## config.mk

```make
export PLATFORM = sky130hd
export DESIGN_NAME = pcm_packet_deframer_flat
export DESIGN_NICKNAME = d
export VERILOG_FILES = /design/src/hdl/pcmdf_pkg.sv /design/src/hdl/pcmdf_if.sv /design/src/hdl/pcmdf_datapath.sv /design/src/hdl/pcmdf_ctrl.sv /design/src/hdl/pcm_packet_deframer.sv /design/src/flat_wrapper.sv
export SDC_FILE = /design/constraint.sdc
export NUM_CORES = 1
export LEC_CHECK = 0
export ABC_AREA = 1
export BUFFER_PORTS_ARGS = -buffer_cell sky130_fd_sc_hd__buf_2
export CORE_ASPECT_RATIO = 1.2
export CORE_MARGIN = 4
export CORE_UTILIZATION = 55
export CTS_BUF_LIST = sky130_fd_sc_hd__clkbuf_4 sky130_fd_sc_hd__clkbuf_8 sky130_fd_sc_hd__clkbuf_16
export CTS_CLUSTER_DIAMETER = 50
export DETAILED_ROUTE_END_ITERATION = 16
export PLACE_DENSITY = 0.72
export SLEW_MARGIN = 20
export SYNTH_ARGS = -nofsm -noshare
export SYNTH_HDL_FRONTEND = slang
export SYNTH_SLANG_ARGS = --single-unit
```

## constraint.sdc

```tcl
create_clock -name clk -period 3.67 [get_ports clk]
set_clock_uncertainty 0.15 [all_clocks]
set_input_delay 0.1835 -clock clk [delete_from_list [all_inputs] [get_ports clk]]
set_output_delay 0.1835 -clock clk [all_outputs]
set_load 0.1 [all_outputs]
```

## src/hdl/pcmdf_pkg.sv

```systemverilog
// ----------------------------------------------------------------------------
// PCM packet deframer package
// Shared types, result codes, register indexes and header constants.
// ----------------------------------------------------------------------------
package pcmdf_pkg;

	localparam int unsigned HDR_LEN = 14;
	localparam int unsigned HDR_IDX_W = $clog2(HDR_LEN);
	localparam int unsigned LEN_W = 16;

	// Header layout: signature in bytes 0..3, little-endian length in 12..13.
	localparam logic [HDR_IDX_W-1:0] HDR_LAST_IDX = HDR_IDX_W'(HDR_LEN - 1);
	localparam logic [HDR_IDX_W-1:0] SIG_LAST_IDX = HDR_IDX_W'(3);
	localparam logic [HDR_IDX_W-1:0] LEN_LO_IDX = HDR_IDX_W'(12);
	localparam logic [31:0] SIG_VALUE = 32'hc0ff_eeee;

	// Result kinds.
	typedef enum logic [1:0] {
		KIND_PAYLOAD = 2'd0,
		KIND_HEADER  = 2'd1,
		KIND_BADSIG  = 2'd2,
		KIND_END     = 2'd3
	} kind_t;

	// Configuration register indexes.
	typedef enum logic [0:0] {
		REG_FORWARD_MODE = 1'b0,
		REG_STOP_ON_ZERO = 1'b1
	} reg_idx_t;

	// Commands from the controller to the datapath.
	typedef struct packed {
		logic  take;        // consume the presented input byte
		logic  emit;        // load a result into the output register
		kind_t emit_kind;
		logic  emit_last;
		logic  burst_clr;   // restart the header replay index
		logic  burst_step;  // advance the header replay index
	} cmd_t;

	// Status from the datapath to the controller.
	typedef struct packed {
		logic can_push;     // output register free or being drained
		logic in_payload;
		logic hdr_done;     // next byte completes a header
		logic sig_ok;       // signature bytes all matched
		logic len_zero_now; // length is zero, using the incoming last byte
		logic len_zero_q;   // length of the held header is zero
		logic burst_last;   // replay index at the last header byte
	} status_t;

	// Expected signature byte by header position, big-endian.
	function automatic logic [7:0] sig_byte(input logic [1:0] pos);
		logic [7:0] b;
		case (pos)
			2'd0:    b = SIG_VALUE[31:24];
			2'd1:    b = SIG_VALUE[23:16];
			2'd2:    b = SIG_VALUE[15:8];
			default: b = SIG_VALUE[7:0];
		endcase
		return b;
	endfunction

endpackage

```

## src/hdl/pcmdf_if.sv

```systemverilog
// ----------------------------------------------------------------------------
// PCM packet deframer channels
// Valid/ready channel for input bytes and for result items.
// ----------------------------------------------------------------------------
interface pcmdf_in_if;
	logic       valid;
	logic       ready;
	logic [7:0] in_byte;

	modport source (output valid, output in_byte, input ready);
	modport sink (input valid, input in_byte, output ready);
endinterface

interface pcmdf_out_if;
	logic       valid;
	logic       ready;
	logic [1:0] kind;
	logic [7:0] out_byte;
	logic       last;

	modport source (output valid, output kind, output out_byte, output last, input ready);
	modport sink (input valid, input kind, input out_byte, input last, output ready);
endinterface

```

## src/hdl/pcmdf_datapath.sv

```systemverilog
// ----------------------------------------------------------------------------
// PCM packet deframer datapath
// Header store, signature check, payload counter and output register.
// ----------------------------------------------------------------------------
module pcmdf_datapath (
	input  logic             clk,
	input  logic             arst_n,
	input  logic [7:0]       in_byte,
	input  pcmdf_pkg::cmd_t  cmd,
	output pcmdf_pkg::status_t sts,
	input  logic             out_ready,
	output logic             out_valid,
	output logic [1:0]       out_kind,
	output logic [7:0]       out_byte,
	output logic             out_last
);
	import pcmdf_pkg::*;

	logic [7:0]           hdr_store_q [HDR_LEN];
	logic [HDR_IDX_W-1:0] hdr_count_q;
	logic                 sig_ok_q;
	logic                 len_zero_q;
	logic [LEN_W-1:0]     payload_left_q;
	logic                 in_payload_q;
	logic [HDR_IDX_W-1:0] burst_idx_q;
	logic                 out_valid_q;
	logic [1:0]           out_kind_q;
	logic [7:0]           out_byte_q;
	logic                 out_last_q;

	logic                 byte_matches;
	logic                 hdr_done;
	logic [7:0]           emit_byte;

	assign byte_matches = (in_byte == sig_byte(hdr_count_q[1:0]));
	assign hdr_done     = !in_payload_q && (hdr_count_q == HDR_LAST_IDX);

	always_comb begin
		sts.can_push     = !out_valid_q || out_ready;
		sts.in_payload   = in_payload_q;
		sts.hdr_done     = hdr_done;
		sts.sig_ok       = sig_ok_q;
		sts.len_zero_now = (hdr_store_q[LEN_LO_IDX] == 8'd0) && (in_byte == 8'd0);
		sts.len_zero_q   = len_zero_q;
		sts.burst_last   = (burst_idx_q == HDR_LAST_IDX);
	end

	always_comb begin
		case (cmd.emit_kind)
			KIND_PAYLOAD: emit_byte = in_byte;
			KIND_HEADER:  emit_byte = hdr_store_q[burst_idx_q];
			default:      emit_byte = 8'd0;
		endcase
	end

	// Header store has no reset: every entry is written before a replay.
	always_ff @(posedge clk) begin
		if (cmd.take && !in_payload_q) begin
			hdr_store_q[hdr_count_q] <= in_byte;
		end
	end

	always_ff @(posedge clk or negedge arst_n) begin
		if (!arst_n) begin
			hdr_count_q    <= '0;
			sig_ok_q       <= 1'b0;
			len_zero_q     <= 1'b0;
			payload_left_q <= '0;
			in_payload_q   <= 1'b0;
		end else if (cmd.take) begin
			if (in_payload_q) begin
				payload_left_q <= payload_left_q - LEN_W'(1);
				if (payload_left_q == LEN_W'(1)) begin
					in_payload_q <= 1'b0;
				end
			end else if (hdr_done) begin
				hdr_count_q <= '0;
				len_zero_q  <= sts.len_zero_now;
				if (sig_ok_q && !sts.len_zero_now) begin
					payload_left_q <= {in_byte, hdr_store_q[LEN_LO_IDX]};
					in_payload_q   <= 1'b1;
				end
			end else begin
				hdr_count_q <= hdr_count_q + HDR_IDX_W'(1);
				if (hdr_count_q == '0) begin
					sig_ok_q <= byte_matches;
				end else if (hdr_count_q <= SIG_LAST_IDX) begin
					sig_ok_q <= sig_ok_q && byte_matches;
				end
			end
		end
	end

	always_ff @(posedge clk or negedge arst_n) begin
		if (!arst_n) begin
			burst_idx_q <= '0;
		end else if (cmd.burst_clr) begin
			burst_idx_q <= '0;
		end else if (cmd.burst_step) begin
			burst_idx_q <= burst_idx_q + HDR_IDX_W'(1);
		end
	end

	always_ff @(posedge clk or negedge arst_n) begin
		if (!arst_n) begin
			out_valid_q <= 1'b0;
		end else if (cmd.emit) begin
			out_valid_q <= 1'b1;
		end else if (out_ready) begin
			out_valid_q <= 1'b0;
		end
	end

	always_ff @(posedge clk) begin
		if (cmd.emit) begin
			out_kind_q <= cmd.emit_kind;
			out_byte_q <= emit_byte;
			out_last_q <= cmd.emit_last;
		end
	end

	assign out_valid = out_valid_q;
	assign out_kind  = out_kind_q;
	assign out_byte  = out_byte_q;
	assign out_last  = out_last_q;

endmodule

```

## src/hdl/pcmdf_ctrl.sv

```systemverilog
// ----------------------------------------------------------------------------
// PCM packet deframer controller
// Sequences byte intake, header replay, end-of-stream and halt.
// ----------------------------------------------------------------------------
module pcmdf_ctrl (
	input  logic                 clk,
	input  logic                 arst_n,
	input  logic                 in_valid,
	output logic                 in_ready,
	input  logic                 forward_mode,
	input  logic                 stop_on_zero_size,
	input  pcmdf_pkg::status_t   sts,
	output pcmdf_pkg::cmd_t      cmd
);
	import pcmdf_pkg::*;

	typedef enum logic [3:0] {
		ST_RUN   = 4'b0001,
		ST_BURST = 4'b0010,
		ST_FINAL = 4'b0100,
		ST_HALT  = 4'b1000
	} state_t;

	state_t state_q;
	state_t state_d;
	logic   take;
	logic   stop_after;

	// A halted block keeps accepting bytes and drops them without a result.
	assign stop_after = stop_on_zero_size && sts.len_zero_q;
	assign in_ready   = ((state_q == ST_RUN) && sts.can_push) || (state_q == ST_HALT);
	assign take       = in_ready && in_valid;

	always_comb begin
		state_d        = state_q;
		cmd.take       = 1'b0;
		cmd.emit       = 1'b0;
		cmd.emit_kind  = KIND_PAYLOAD;
		cmd.emit_last  = 1'b1;
		cmd.burst_clr  = 1'b0;
		cmd.burst_step = 1'b0;
		case (state_q)
			ST_RUN: begin
				cmd.take      = take;
				cmd.burst_clr = 1'b1;
				if (take) begin
					if (sts.in_payload) begin
						cmd.emit = 1'b1;
					end else if (sts.hdr_done) begin
						if (!sts.sig_ok) begin
							cmd.emit      = 1'b1;
							cmd.emit_kind = KIND_BADSIG;
							state_d       = ST_HALT;
						end else if (forward_mode) begin
							state_d = ST_BURST;
						end else if (sts.len_zero_now && stop_on_zero_size) begin
							cmd.emit      = 1'b1;
							cmd.emit_kind = KIND_END;
							state_d       = ST_HALT;
						end
					end
				end
			end
			ST_BURST: begin
				if (sts.can_push) begin
					cmd.emit       = 1'b1;
					cmd.emit_kind  = KIND_HEADER;
					cmd.emit_last  = sts.burst_last && !stop_after;
					cmd.burst_step = 1'b1;
					if (sts.burst_last) begin
						state_d = stop_after ? ST_FINAL : ST_RUN;
					end
				end
			end
			ST_FINAL: begin
				if (sts.can_push) begin
					cmd.emit      = 1'b1;
					cmd.emit_kind = KIND_END;
					state_d       = ST_HALT;
				end
			end
			ST_HALT: begin
				state_d = ST_HALT;
			end
			default: begin
				state_d = ST_HALT;
			end
		endcase
	end

	always_ff @(posedge clk or negedge arst_n) begin
		if (!arst_n) begin
			state_q <= ST_RUN;
		end else begin
			state_q <= state_d;
		end
	end

endmodule

```

## src/hdl/pcm_packet_deframer.sv

```systemverilog
// ----------------------------------------------------------------------------
// PCM packet deframer top level
// Splits a byte stream of signed packets into payload bytes and results.
// ----------------------------------------------------------------------------
// Payload, error and unforwarded end beats enter the output register as
// their byte is taken; replay beats go via ST_BURST, a later end via ST_FINAL.
// Throughput: one input beat per cycle while tx takes results; a forwarded
// header holds rx during its 14-byte replay and any trailing end beat.
// When halted, rx accepts and discards every beat.
// Reset: arst_n clears control state and configuration, not the header store.
// ----------------------------------------------------------------------------
module pcm_packet_deframer (
	input  logic          clk,
	input  logic          arst_n,
	pcmdf_in_if.sink      rx,
	pcmdf_out_if.source   tx,
	input  logic          cfg_we,
	input  logic [0:0]    cfg_index,
	input  logic [0:0]    cfg_wdata
);
	import pcmdf_pkg::*;

	// Config registers: user must write only while the block is idle; unchecked.
	logic forward_mode_q;
	logic stop_on_zero_size_q;

	cmd_t    cmd;
	status_t sts;

	always_ff @(posedge clk or negedge arst_n) begin
		if (!arst_n) begin
			forward_mode_q      <= 1'b0;
			stop_on_zero_size_q <= 1'b0;
		end else if (cfg_we) begin
			case (reg_idx_t'(cfg_index))
				REG_FORWARD_MODE: forward_mode_q      <= cfg_wdata[0];
				REG_STOP_ON_ZERO: stop_on_zero_size_q <= cfg_wdata[0];
				default: begin
				end
			endcase
		end
	end

	// The controller decides what each beat does. While running it accepts a
	// byte only when the output register can take a result; once halted it
	// accepts every byte and drops it.
	pcmdf_ctrl u_ctrl (
		.clk               (clk),
		.arst_n            (arst_n),
		.in_valid          (rx.valid),
		.in_ready          (rx.ready),
		.forward_mode      (forward_mode_q),
		.stop_on_zero_size (stop_on_zero_size_q),
		.sts               (sts),
		.cmd               (cmd)
	);

	// The datapath collects the header, checks the signature as its first
	// four bytes arrive, counts payload bytes and holds the output register.
	pcmdf_datapath u_dp (
		.clk       (clk),
		.arst_n    (arst_n),
		.in_byte   (rx.in_byte),
		.cmd       (cmd),
		.sts       (sts),
		.out_ready (tx.ready),
		.out_valid (tx.valid),
		.out_kind  (tx.kind),
		.out_byte  (tx.out_byte),
		.out_last  (tx.last)
	);

endmodule

```

## src/flat_wrapper.sv

```systemverilog
// flat-port wrapper written by rule: the top's interface ports become plain ports
module pcm_packet_deframer_flat import pcmdf_pkg::*;
  (clk, arst_n, cfg_we, cfg_index, cfg_wdata, rx_valid, rx_in_byte, rx_ready, tx_valid, tx_kind, tx_out_byte, tx_last, tx_ready);
  pcmdf_in_if rx_i ();
  pcmdf_out_if tx_i ();
  input  logic clk;
  input  logic arst_n;
  input  logic cfg_we;
  input  logic [0:0] cfg_index;
  input  logic [0:0] cfg_wdata;
  input wire logic [$bits(rx_i.valid)-1:0] rx_valid;
  input wire logic [$bits(rx_i.in_byte)-1:0] rx_in_byte;
  output wire logic [$bits(rx_i.ready)-1:0] rx_ready;
  output wire logic [$bits(tx_i.valid)-1:0] tx_valid;
  output wire logic [$bits(tx_i.kind)-1:0] tx_kind;
  output wire logic [$bits(tx_i.out_byte)-1:0] tx_out_byte;
  output wire logic [$bits(tx_i.last)-1:0] tx_last;
  input wire logic [$bits(tx_i.ready)-1:0] tx_ready;
  assign rx_i.valid = rx_valid;
  assign rx_i.in_byte = rx_in_byte;
  assign rx_ready = rx_i.ready;
  assign tx_valid = tx_i.valid;
  assign tx_kind = tx_i.kind;
  assign tx_out_byte = tx_i.out_byte;
  assign tx_last = tx_i.last;
  assign tx_i.ready = tx_ready;
  pcm_packet_deframer u_core (.clk(clk), .arst_n(arst_n), .rx(rx_i), .tx(tx_i), .cfg_we(cfg_we), .cfg_index(cfg_index), .cfg_wdata(cfg_wdata));
endmodule
```

==> out/metrics.cfg, run 1 <==
[status]
status = complete, no violations

[setup_path]
crit_path_max_fanout = 9
cp.arrival_ps = 2520
crit_chain = inv_1 > nor2_2 > nand2_2 > inv_2 > nand3_4 > clkinv_4 > nand2_4 > nor3_1
path_class = reg -> reg
worst_setup_path_start_kind = register
worst_path_max_delay_cell = nor3_1
slowest_delay_ps = 850
end_kind = register
required_ps = 3560

[sta]
hold_viol_final = 0
post-route-period-util_pct = 71.7
setup-violations-final = 0
worst_slack_ps = 1040
rsz0062_at_grt = false
fin_crit_ps = 2630
max_freq_mhz = 380
setup_tns_ps = 0
relSlewSlack_pct = 27.1
worst_pin_slew_ps = 1080
maxSlewViolCount = 0

[clocking]
clock_latency_ps = 420
clk_path_buf_depth = 2
clock_sinks = 157
path_clk_slew_ps = 60
h-tree-depth = 4
numCtsBuffers = 17
clockRootBuffer = clkbuf_16
cts_tree = yes
post_cts_buffers = 0
cts_resized = 0

[global_routing]
grt_max_degree = 60
antenna_found_initial = 0
grt_pass1_vias = 5148
grt_pass1_wl_um = 27400
grtUsageTotal_pct = 23.6
grt-ovfl-total = 0

[route]
drt-wirelength-per-cell_um = 18.7
viasPerCell = 5.89
drc = 0
drt_first_pass_iters = 8
drt_wl_total_um = 17100
antenna_left = 0
drtIter0Drc = 621
vias = 5379

[floorplanning]
core-area_sq_um = 12800
initial_core_util_pct = 56.8
die_h_um = 134
die_x_um = 113
num_rows = 45
dieArea_sq_um = 15100
io_pins = 28

[synth]
synth_area_sq_um = 7260
synthCells = 704
synth_top_area_share_pct = 50.9
yosysUniqueCellTypes = 45
syn_avg_cell_area_sq_um = 10.3
syn_nets = 728
synth.area.top_cells = edfxtp_1 51%, dfrtp_1 11%, nand2_1 8.0%
yosys_warnings = 0
synthFlopType = edfxtp_1
ys_seq_elements = 157
synth-edff-count = 123
seq_area_frac_synth_pct = 62.6
yosys.area.top_type = edfxtp_1
synthArstFlopShare_pct = 21.7

[placement]
gp_congestion = 0.903
place_inst = 876
place_worst_setup_slack_ps = 1020
port_buffers = 27
dp_hpwl_um = 10800

[power_and_ir_drop]
clkPwrFrac_pct = 47.6
switching_share_pct = 20.3
power_frac_comb_pct = 1.9
seqPwrFrac_pct = 50.6
switching_power_uw = 774
power_density_nw_per_um2 = 464
ir_drop_mv = 0.257
leakagePower_uw = 0.00316
internal_power_uw = 3030

[layout]
antenna_cells = 0
final_cell_count_no_fill = 914
drive_gt1_share_pct = 14.4
area_growth_pct = 12.9
nNetsFinal = 761

[worst_hold_path]
hp-class = in -> reg

[flow_run]
drv_cap = 0

-- sequential cells by signal, indices dropped and copies added, names as in the netlist --
name / cells
u_core.forward_mode_q: 1
u_core.stop_on_zero_size_q: 1
u_core.u_ctrl.state_q: 4
u_core.u_dp.burst_idx_q: 4
u_core.u_dp.hdr_count_q: 4
u_core.u_dp.hdr_store_q: 112
u_core.u_dp.in_payload_q: 1
u_core.u_dp.len_zero_q: 1
u_core.u_dp.out_byte: 8
u_core.u_dp.out_kind: 2
u_core.u_dp.out_last: 1
u_core.u_dp.out_valid: 1
u_core.u_dp.payload_left_q: 16
u_core.u_dp.sig_ok_q: 1
-- power by group through the flow --
stage          registers, uW  logic, uW  clock network [uW]
2_1_floorplan           1960       12.9                   0
3_3_place_gp            1960       62.2                   0
3_5_place_dp            1960       63.3                   0
4_1_cts                 1920       70.8                1820
5_1_grt                 1920       78.6                1910
6_report                1920       71.2                1810
-- worst paths after layout --
path / slack [ps] / startpoint / end / depth (start not counted)
worst max-delay path: 1040 / u_core.u_ctrl.state_q[0]$_DFFE_PN1P_ / u_core.u_dp.hdr_store_q[5][4]$_DFFE_PP_ / 8
worst min-delay path: 70 / rx_in_byte[2] / u_core.u_dp.hdr_store_q[11][2]$_DFFE_PP_ / 1
worst max register to register: 1040 / u_core.u_ctrl.state_q[0]$_DFFE_PN1P_ / u_core.u_dp.hdr_store_q[5][4]$_DFFE_PP_ / 8
worst min register to register: 350 / u_core.u_dp.len_zero_q$_DFFE_PN0P_ / u_core.u_dp.len_zero_q$_DFFE_PN0P_ / 1
max in group asynchronous: 2620 / arst_n / u_core.u_dp.burst_idx_q[0]$_DFFE_PN0P_ / 2
min in group asynchronous: 240 / arst_n / u_core.u_dp.payload_left_q[10]$_DFFE_PN0P_ / 2
-- synthesized netlist by cell type (2+ instances only) --
| master | number |
|---|---|
| or2_2 | 2 |
| nor2_1 | 73 |
| xor2_1 | 3 |
| o31ai_1 | 2 |
| clkbuf_1 | 9 |
| a21oi_1 | 30 |
| nand2_1 | 155 |
| buf_1 | 2 |
| o211ai_1 | 4 |
| nor2_4 | 2 |
| inv_1 | 35 |
| o22ai_1 | 3 |
| buf_2 | 14 |
| edfxtp_1 | 123 |
| o21ai_2 | 5 |
| ha_1 | 9 |
| nor2_2 | 7 |
| o21ai_1 | 10 |
| a22oi_1 | 8 |
| xnor2_1 | 3 |
| nand4_1 | 3 |
| o211ai_2 | 3 |
| o21a_1 | 3 |
| dfrtp_1 | 33 |
| nand3_1 | 86 |
| a31oi_1 | 3 |
| clkinv_1 | 2 |
| inv_2 | 4 |
| a31oi_2 | 3 |
| nand2_2 | 4 |
| o21ai_0 | 38 |
| nor3_1 | 10 |
-- per-stage QoR --
step / hold slack, ps / util (%) / instance area, sq um / power (uW)
finish: 68.7 / 64.1 / 8200 / 3800
global route: 76.8 / 64.1 / 8200 / 3910
CTS: 61.3 / 64.1 / 8190 / 3820
detailed placement: 158 / 58.8 / 7510 / 2020
global placement: 158 / 58.8 / 7510 / 2020
floorplan: -262 / - / 7260 / 1970
-- cell usage in the layout, fill, tap and decap left out, types with 4 or more instances in the layout --
master           n
nand2_1        155
edfxtp_1       123
nand3_1         86
nor2_1          73
o21ai_0         38
inv_1           35
dfrtp_1         33
a21oi_1         30
buf_2           27
clkbuf_16       17
o21ai_1         10
nor3_1           9
ha_1             9
a22oi_1          8
buf_4            8
nor2_2           7
dlygate4sd3_1    6
o21ai_2          5
nand2_2          4
inv_2            4
clkinv_4         4
o211ai_1         4
-- cell type report --
type	count	area, sq um
fillers	962	4580
flip-flops and latches	157	4550
multi-input cells	477	2400
clock buffers	18	433
repair buffers	41	255
well taps	164	205
clock inverters	14	184
inverters	43	171
-- worst max-delay path, delay by kind of cell, from the launching register on --
family	cells	cell delay, ps
buf+inv	3	260
flops	1	530
simple gates	5	1300
-- routing by layer --
| metal | global-route usage (%) | vias to the layer above | routed length (um) |
|---|---|---|---|
| li1 | - | 2522 | - |
| met1 | 31.3 | 2577 | 6790 |
| met2 | 38.7 | 240 | 8460 |
| met3 | 4.65 | 40 | 1370 |
| met4 | 9.22 | 0 | 508 |
| met5 | 0 | - | 0 |
-- logic make-up after synthesis --
kind of cell               count (synthesis)  synth area share (%)
AOI/OAI and AO/OA                        114                  9.59
adders and majority gates                  9                  1.55
xor gates and xnor gates                   6                 0.724
DFF                                      157                  62.6
buffers and inverters                     70                  4.33
and+or+nand+nor                          348                  21.2
-- what timing repair did --
item	in CTS	in global routing
endpoints found under the setup margin	0	0
hold buffers	6	0
hold endpoints to repair	36	0
(Power assumes the default switching activity.)
==> run 2, diff against run 1 <==
--- a/config.mk
+++ b/config.mk
@@ -5,7 +5,7 @@
 export SDC_FILE = /design/constraint.sdc
 export NUM_CORES = 1
 export LEC_CHECK = 0
-export ABC_AREA = 1
+export ABC_AREA = 0
 export BUFFER_PORTS_ARGS = -buffer_cell sky130_fd_sc_hd__buf_2
 export CORE_ASPECT_RATIO = 1.2
 export CORE_MARGIN = 4
==> constraint.sdc (replaced) <==
create_clock -name clk -period 2.44 [get_ports clk]
set_clock_uncertainty 0.15 [all_clocks]
set_input_delay 0.122 -clock clk [delete_from_list [all_inputs] [get_ports clk]]
set_output_delay 0.122 -clock clk [all_outputs]
set_load 0.1 [all_outputs]
==> run 2 against run 1 <==
- via count shrank 18%
- flip-flop and latch count is the same
- first-iteration DRC count shrank 26%
- cell area grew 2.5%
- hold slack lost 64 ps
- register-to-register slack lost 960 ps
- critical path depth shrank 2
- die area shrank 3.9%
- maximum frequency grew 11%
- wire length shrank 6.8%
- total power grew 63%
==> out/metrics.cfg, run 2 <==
[power_and_ir_drop]
ir_drop_mv = 0.521
switching_share_pct = 26.0
power_frac_comb_pct = 9.4
switching_power_uw = 1610
seqPwrFrac_pct = 49.5
internal_power_uw = 4580
leakagePower_uw = 0.00293
clkPwrFrac_pct = 41.2
power_density_nw_per_um2 = 736

[setup_path]
worst_path_max_delay_cell = or4_4
slowest_delay_ps = 560
path_buf_inv = 1
crit_path_max_fanout = 5
crit_chain = buf_4 > or4_4 > or4_4 > or3_1 > a21oi_1 > a221o_1
required_ps = 2650
critPathTopFamily = simple AND/OR/NAND/NOR gates
critPathMostFrequentCell = or4_4
path_class = reg -> reg
worst_setup_path_start_kind = register
cp.arrival_ps = 2570
end_kind = register

[global_routing]
grt_pass1_vias = 4482
grt_pass1_wl_um = 25900
grt-ovfl-total = 0
grt_max_degree = 35
antenna_found_initial = 0
grtUsageTotal_pct = 23.4

[floorplanning]
dieArea_sq_um = 14500
io_pins = 28
die_x_um = 111
num_rows = 44
core-area_sq_um = 12200
initial_core_util_pct = 56.9
die_h_um = 131

[route]
drt_first_pass_iters = 5
drtIter0Drc = 459
antenna_left = 0
drt_wl_total_um = 16000
drt-wirelength-per-cell_um = 22.6
drc = 0
vias = 4417
viasPerCell = 6.24

[layout]
largest_reg_flops = 112
regMostFlops = u_core.u_dp.hdr_store_q
nFillCells = 833
drive_gt1_share_pct = 32.4
antenna_cells = 0
nNetsFinal = 558
final_area_sq_um = 8410
final_common_cell = edfxtp_1
area_growth_pct = 20.9
layout_common_cells = 123 x edfxtp_1, 45 x buf_4, 31 x mux4_2, 31 x dfrtp_1, 26 x buf_2

[synth]
synthTopCellsByCount = 123 x edfxtp_1, 33 x dfrtp_1, 31 x mux4_2, 25 x o21ai_0, 23 x nand2_1
syn_avg_cell_area_sq_um = 15.3
synth_top_area_share_pct = 53.1
yosysUniqueCellTypes = 57
yosys.area.top_type = edfxtp_1
synth_area_sq_um = 6950
ys_seq_elements = 157
synthFlopType = edfxtp_1
yosys_warnings = 0
syn_nets = 477
synth.area.top_cells = edfxtp_1 53%, dfrtp_1 12%, mux4_2 10%
synth_most_common_cell = edfxtp_1
seq_area_frac_synth_pct = 65.4
synthCells = 453
synth-edff-count = 123
synthArstFlopShare_pct = 21.7

[sta]
post-route-period-util_pct = 96.9
rsz0062_at_grt = false
worst_slack_ps = 76.6
hold_viol_final = 0
setup-violations-final = 0
relSlewSlack_pct = 44.2
worst_pin_slew_ps = 836
maxSlewViolCount = 0
fin_crit_ps = 2360
max_freq_mhz = 423

[clocking]
numCtsBuffers = 17
cts_tree = yes
clock_latency_ps = 430
clk_path_buf_depth = 2
path_clk_slew_ps = 70
clockRootBuffer = clkbuf_16
h-tree-depth = 4
clock_sinks = 157

[worst_hold_path]
hp-class = in -> reg

[status]
status = complete, no violations

[flow_run]
drv_cap = 0

[placement]
place_worst_setup_slack_ps = -53.1
gp_congestion = 0.886
dp_hpwl_um = 10700
dpl-instance-area_sq_um = 7670
port_buffers = 27

run 2: cell types whose count changed in the layout (fill, tap and decap cells not counted), sizes merged, moves of 29 or more:
cell and delta:
buf +43, inv -29, mux4 +31, nand2 -138, nand3 -75, nor2 -61
run 2: cell families (layout without fill, tap and decap cells):
logic type      count (synthesis)  after routing  share of synthesized area [%]
mux                            47             47                           12.5
simple gates                  125            125                           10.4
flops                         157            157                           65.4
xor+xnor                        3              3                          0.378
fa+ha+maj                       9              9                           1.62
compound gates                 81             81                           7.94
buf+inv                        31            125                           1.78
run 2: path summary, 6_finish.rpt:
check	end	slack, ps	cells after the start	startpoint
min in group asynchronous	u_core.u_dp.in_payload_q$_DFFE_PN0P_	180	2	arst_n
worst min-delay path	u_core.u_dp.hdr_store_q[11][6]$_DFFE_PP_	5	2	rx_in_byte[6]
worst max register to register	u_core.u_dp.payload_left_q[7]$_DFFE_PN0P_	80	6	u_core.u_dp.payload_left_q[0]$_DFFE_PN0P_
max in group asynchronous	u_core.u_dp.burst_idx_q[0]$_DFFE_PN0P_	1390	2	arst_n
worst max-delay path	u_core.u_dp.payload_left_q[7]$_DFFE_PN0P_	80	6	u_core.u_dp.payload_left_q[0]$_DFFE_PN0P_
worst min register to register	u_core.u_dp.len_zero_q$_DFFE_PN0P_	370	1	u_core.u_dp.len_zero_q$_DFFE_PN0P_
run 2: worst register-to-register path, delay by kind of cell, from the launching register on:
kind            cells  cell delay (ps)
simple gates        3             1310
flops               1              400
compound gates      2              280
buf+inv             1              160
run 2: metal layers:
layer | GRT usage [%] | vias up | part of all wire, %
li1 | - | 1970 | -
met3 | 5.24 | 35 | 6.0
met1 | 31.7 | 2244 | 40
met2 | 38.3 | 168 | 51
met5 | 0 | - | 0
met4 | 7.26 | 0 | 2.6
run 2: area by class of cell:
cell class	instances	area [sq um]	share of cell area, %
flip-flops and latches	157	4550	54.1
multi-input cells	265	2370	28.2
repair buffers	85	676	8.04
clock buffers	17	425	5.06
well taps	161	201	2.40
clock inverters	15	155	1.85
inverters	8	30.0	0.357
run 2: power by group through the flow:
stage	Sequential, uW	Clock (uW)	Combinational (uW)
detailed placement	3110	0	554
floorplan	3050	0	378
finish	3060	2550	579
CTS	3050	2590	571
global placement	3100	0	535
global route	3070	2730	633
run 2: through the flow:
stage / hold WS (ps) / TNS [ps] / power [uW] / std cells / utilization (%)
after CTS: 0.835 / 0 / 6210 / 706 / 68.1
after global routing: 21.2 / 0 / 6440 / 708 / 68.8
final: 4.90 / 0 / 6190 / 708 / 68.8
after global placement: 102 / -26.3 / 3630 / 668 / 62.8
after detailed placement: 114 / -131 / 3660 / 668 / 62.8
after floorplan: -324 / 0 / 3430 / 453 / -
run 2: timing repair:
action | CTS | global route
buffers inserted | 0 | 2
endpoints found under the setup margin | 14 | 97
gates resized for setup | 2 | 14
hold buffers | 6 | 0
pin swaps | 0 | 2
endpoints found under the hold margin | 36 | 0
cloned | 0 | 0
==> run 3, diff against run 2 <==
--- a/config.mk
+++ b/config.mk
@@ -7,7 +7,6 @@
 export LEC_CHECK = 0
 export ABC_AREA = 0
 export BUFFER_PORTS_ARGS = -buffer_cell sky130_fd_sc_hd__buf_2
-export CORE_ASPECT_RATIO = 1.2
 export CORE_MARGIN = 4
 export CORE_UTILIZATION = 55
 export CTS_BUF_LIST = sky130_fd_sc_hd__clkbuf_4 sky130_fd_sc_hd__clkbuf_8 sky130_fd_sc_hd__clkbuf_16
==> run 3 against run 2 <==
- worst setup slack better by 22 ps
- total power up 2.1%
- wire length up 1.3%
- register-to-register slack better by 20 ps
- hold slack better by 19 ps
- non-clock buffer count down 2
- clock power up 5%
- maximum frequency up 0.93%
- combinational power up 0.7%
- critical endpoint is now u_core.u_dp.payload_left_q[12]$_DFFE_PN0P_
- largest cell class unchanged
==> out/metrics.cfg, run 3 (synthesized netlist as in run 2, its figures left out) <==
[layout]
largest_reg_flops = 112
area_growth_pct = 21.0
regMostFlops = u_core.u_dp.hdr_store_q
nNetsFinal = 556
antenna_cells = 0
drive_gt1_share_pct = 32.3
layout_common_cells = 123 x edfxtp_1, 43 x buf_4, 31 x mux4_2, 31 x dfrtp_1, 27 x buf_2
final_common_cell = edfxtp_1

[sta]
worst_pin_slew_ps = 854
post-route-period-util_pct = 96.0
maxSlewViolCount = 0
relSlewSlack_pct = 43.0
setup-violations-final = 0
rsz0062_at_grt = false
setup_tns_ps = 0
fin_crit_ps = 2340
max_freq_mhz = 427
hold_viol_final = 0

[clocking]
clock_latency_ps = 430
clock_sinks = 157
h-tree-depth = 4
path_clk_slew_ps = 60
cts_tree = yes
clockRootBuffer = clkbuf_16
numCtsBuffers = 17
clk_path_buf_depth = 2

[power_and_ir_drop]
power_frac_comb_pct = 9.2
clkPwrFrac_pct = 42.3
switching_share_pct = 23.0
ir_drop_mv = 0.491
internal_power_uw = 4860
switching_power_uw = 1460
finalPower_uw = 6320
leakagePower_uw = 0.00294
power_density_nw_per_um2 = 751
seqPwrFrac_pct = 48.5

[floorplanning]
num_rows = 40
io_pins = 28
die_h_um = 120
core-area_sq_um = 12200
die_x_um = 120
dieArea_sq_um = 14500
initial_core_util_pct = 56.9

[placement]
port_buffers = 27
dp_hpwl_um = 10500
gp_congestion = 0.886

[global_routing]
grt_pass1_vias = 4458
grt-ovfl-total = 0
antenna_found_initial = 0
grt_pass1_wl_um = 25700
grtUsageTotal_pct = 24.1
grt_max_degree = 35

[status]
status = complete, no violations

[setup_path]
worst_path_max_delay_cell = or4_4
crit_chain = inv_2 > ha_2 > or3b_4 > or3_4 > or4_4 > a21oi_2 > a221o_2
path_class = reg -> reg
reg2reg_from = u_core.u_dp.payload_left_q[1]$_DFFE_PN0P_
crit_start = u_core.u_dp.payload_left_q[1]$_DFFE_PN0P_
end_kind = register
cp.arrival_ps = 2560
crit_path_max_fanout = 4
required_ps = 2660
slowest_delay_ps = 480
worst_setup_path_start_kind = register

[route]
drc = 0
drtIter0Drc = 437
drt_wl_total_um = 16200
drt-wirelength-per-cell_um = 22.7
drt_first_pass_iters = 5
antenna_left = 0
viasPerCell = 6.22
vias = 4438

[worst_hold_path]
hold_start = rx_in_byte[2]
hp-class = in -> reg

[flow_run]
drv_cap = 0

## run 3: cell count changes in the layout (fill, tap and decap cells not counted), moves of 2 or more
cell / previous run / this run
bufinv_16: 0 / 2
clkbuf_4: 1 / 4
or4_1: 1 / 3
clkinv_8: 3 / 0
inv_8: 4 / 0
buf_4: 45 / 43
clkinvlp_4: 3 / 0
clkbuf_8: 0 / 3
or4_4: 4 / 2
## run 3: area by class of cell
class                   count  area [sq um]
flip-flops and latches    157          4550
fillers                   869          3800
multi-input cells         265          2360
repair buffers             83           658
clock buffers              24           497
well taps                 168           210
clock inverters             8           109
inverters                   8          30.0
## run 3: timing repair
| item | CTS | global route |
|---|---|---|
| resized for setup | 2 | 13 |
| setup buffers | 0 | 1 |
| hold buffers | 6 | 0 |
| setup endpoints to repair | 9 | 89 |
| pin swaps | 0 | 0 |
| hold endpoints to repair | 36 | 0 |
## run 3: per-stage QoR
stage | hold WS (ps) | area (sq um) | setup WS (ps) | util (%) | std cells
4_1_cts | 15.5 | 8360 | 4.90 | 68.5 | 712
5_1_grt | 35.8 | 8410 | 8.33 | 68.9 | 713
2_1_floorplan | -324 | 6980 | 10.1 | - | 453
3_3_place_gp | 101 | 7680 | -10.5 | 62.9 | 674
6_report | 23.8 | 8410 | 98.4 | 68.9 | 713
3_5_place_dp | 115 | 7680 | -19.3 | 62.9 | 674
## run 3: path summary, 6_finish.rpt
kind,end,slack (ps),cells past startpoint
min in group asynchronous,u_core.u_dp.payload_left_q[7]$_DFFE_PN0P_,200,2
min,u_core.u_dp.hdr_store_q[11][2]$_DFFE_PP_,20,2
max reg2reg,u_core.u_dp.payload_left_q[12]$_DFFE_PN0P_,100,7
max,u_core.u_dp.payload_left_q[12]$_DFFE_PN0P_,100,7
min reg2reg,u_core.u_dp.len_zero_q$_DFFE_PN0P_,390,1
max in group asynchronous,u_core.u_dp.burst_idx_q[0]$_DFFE_PN0P_,1350,2
## run 3: layer usage
layer | share of wire, % | global-route usage (%)
met5 | 0 | 0
met4 | 2.1 | 8.14
met3 | 7.8 | 5.85
met2 | 47 | 36.9
met1 | 43 | 34.4
## run 3: power by group through the flow
stage	Combinational (uW)	Clock (uW)	Sequential, uW
final	583	2670	3060
after global routing	644	2830	3070
after CTS	575	2700	3050
after detailed placement	554	0	3110
after global placement	537	0	3100
after floorplan	378	0	3050
## run 3: critical path: cells and delay by family (launching register included)
kind / cells / cell delay, ps
AND/OR/NAND/NOR: 3 / 1220
adder cells (fa/ha/maj): 1 / 180
buffers and inverters: 1 / 80
AO/OA/AOI/OAI: 2 / 250
flip-flops: 1 / 410
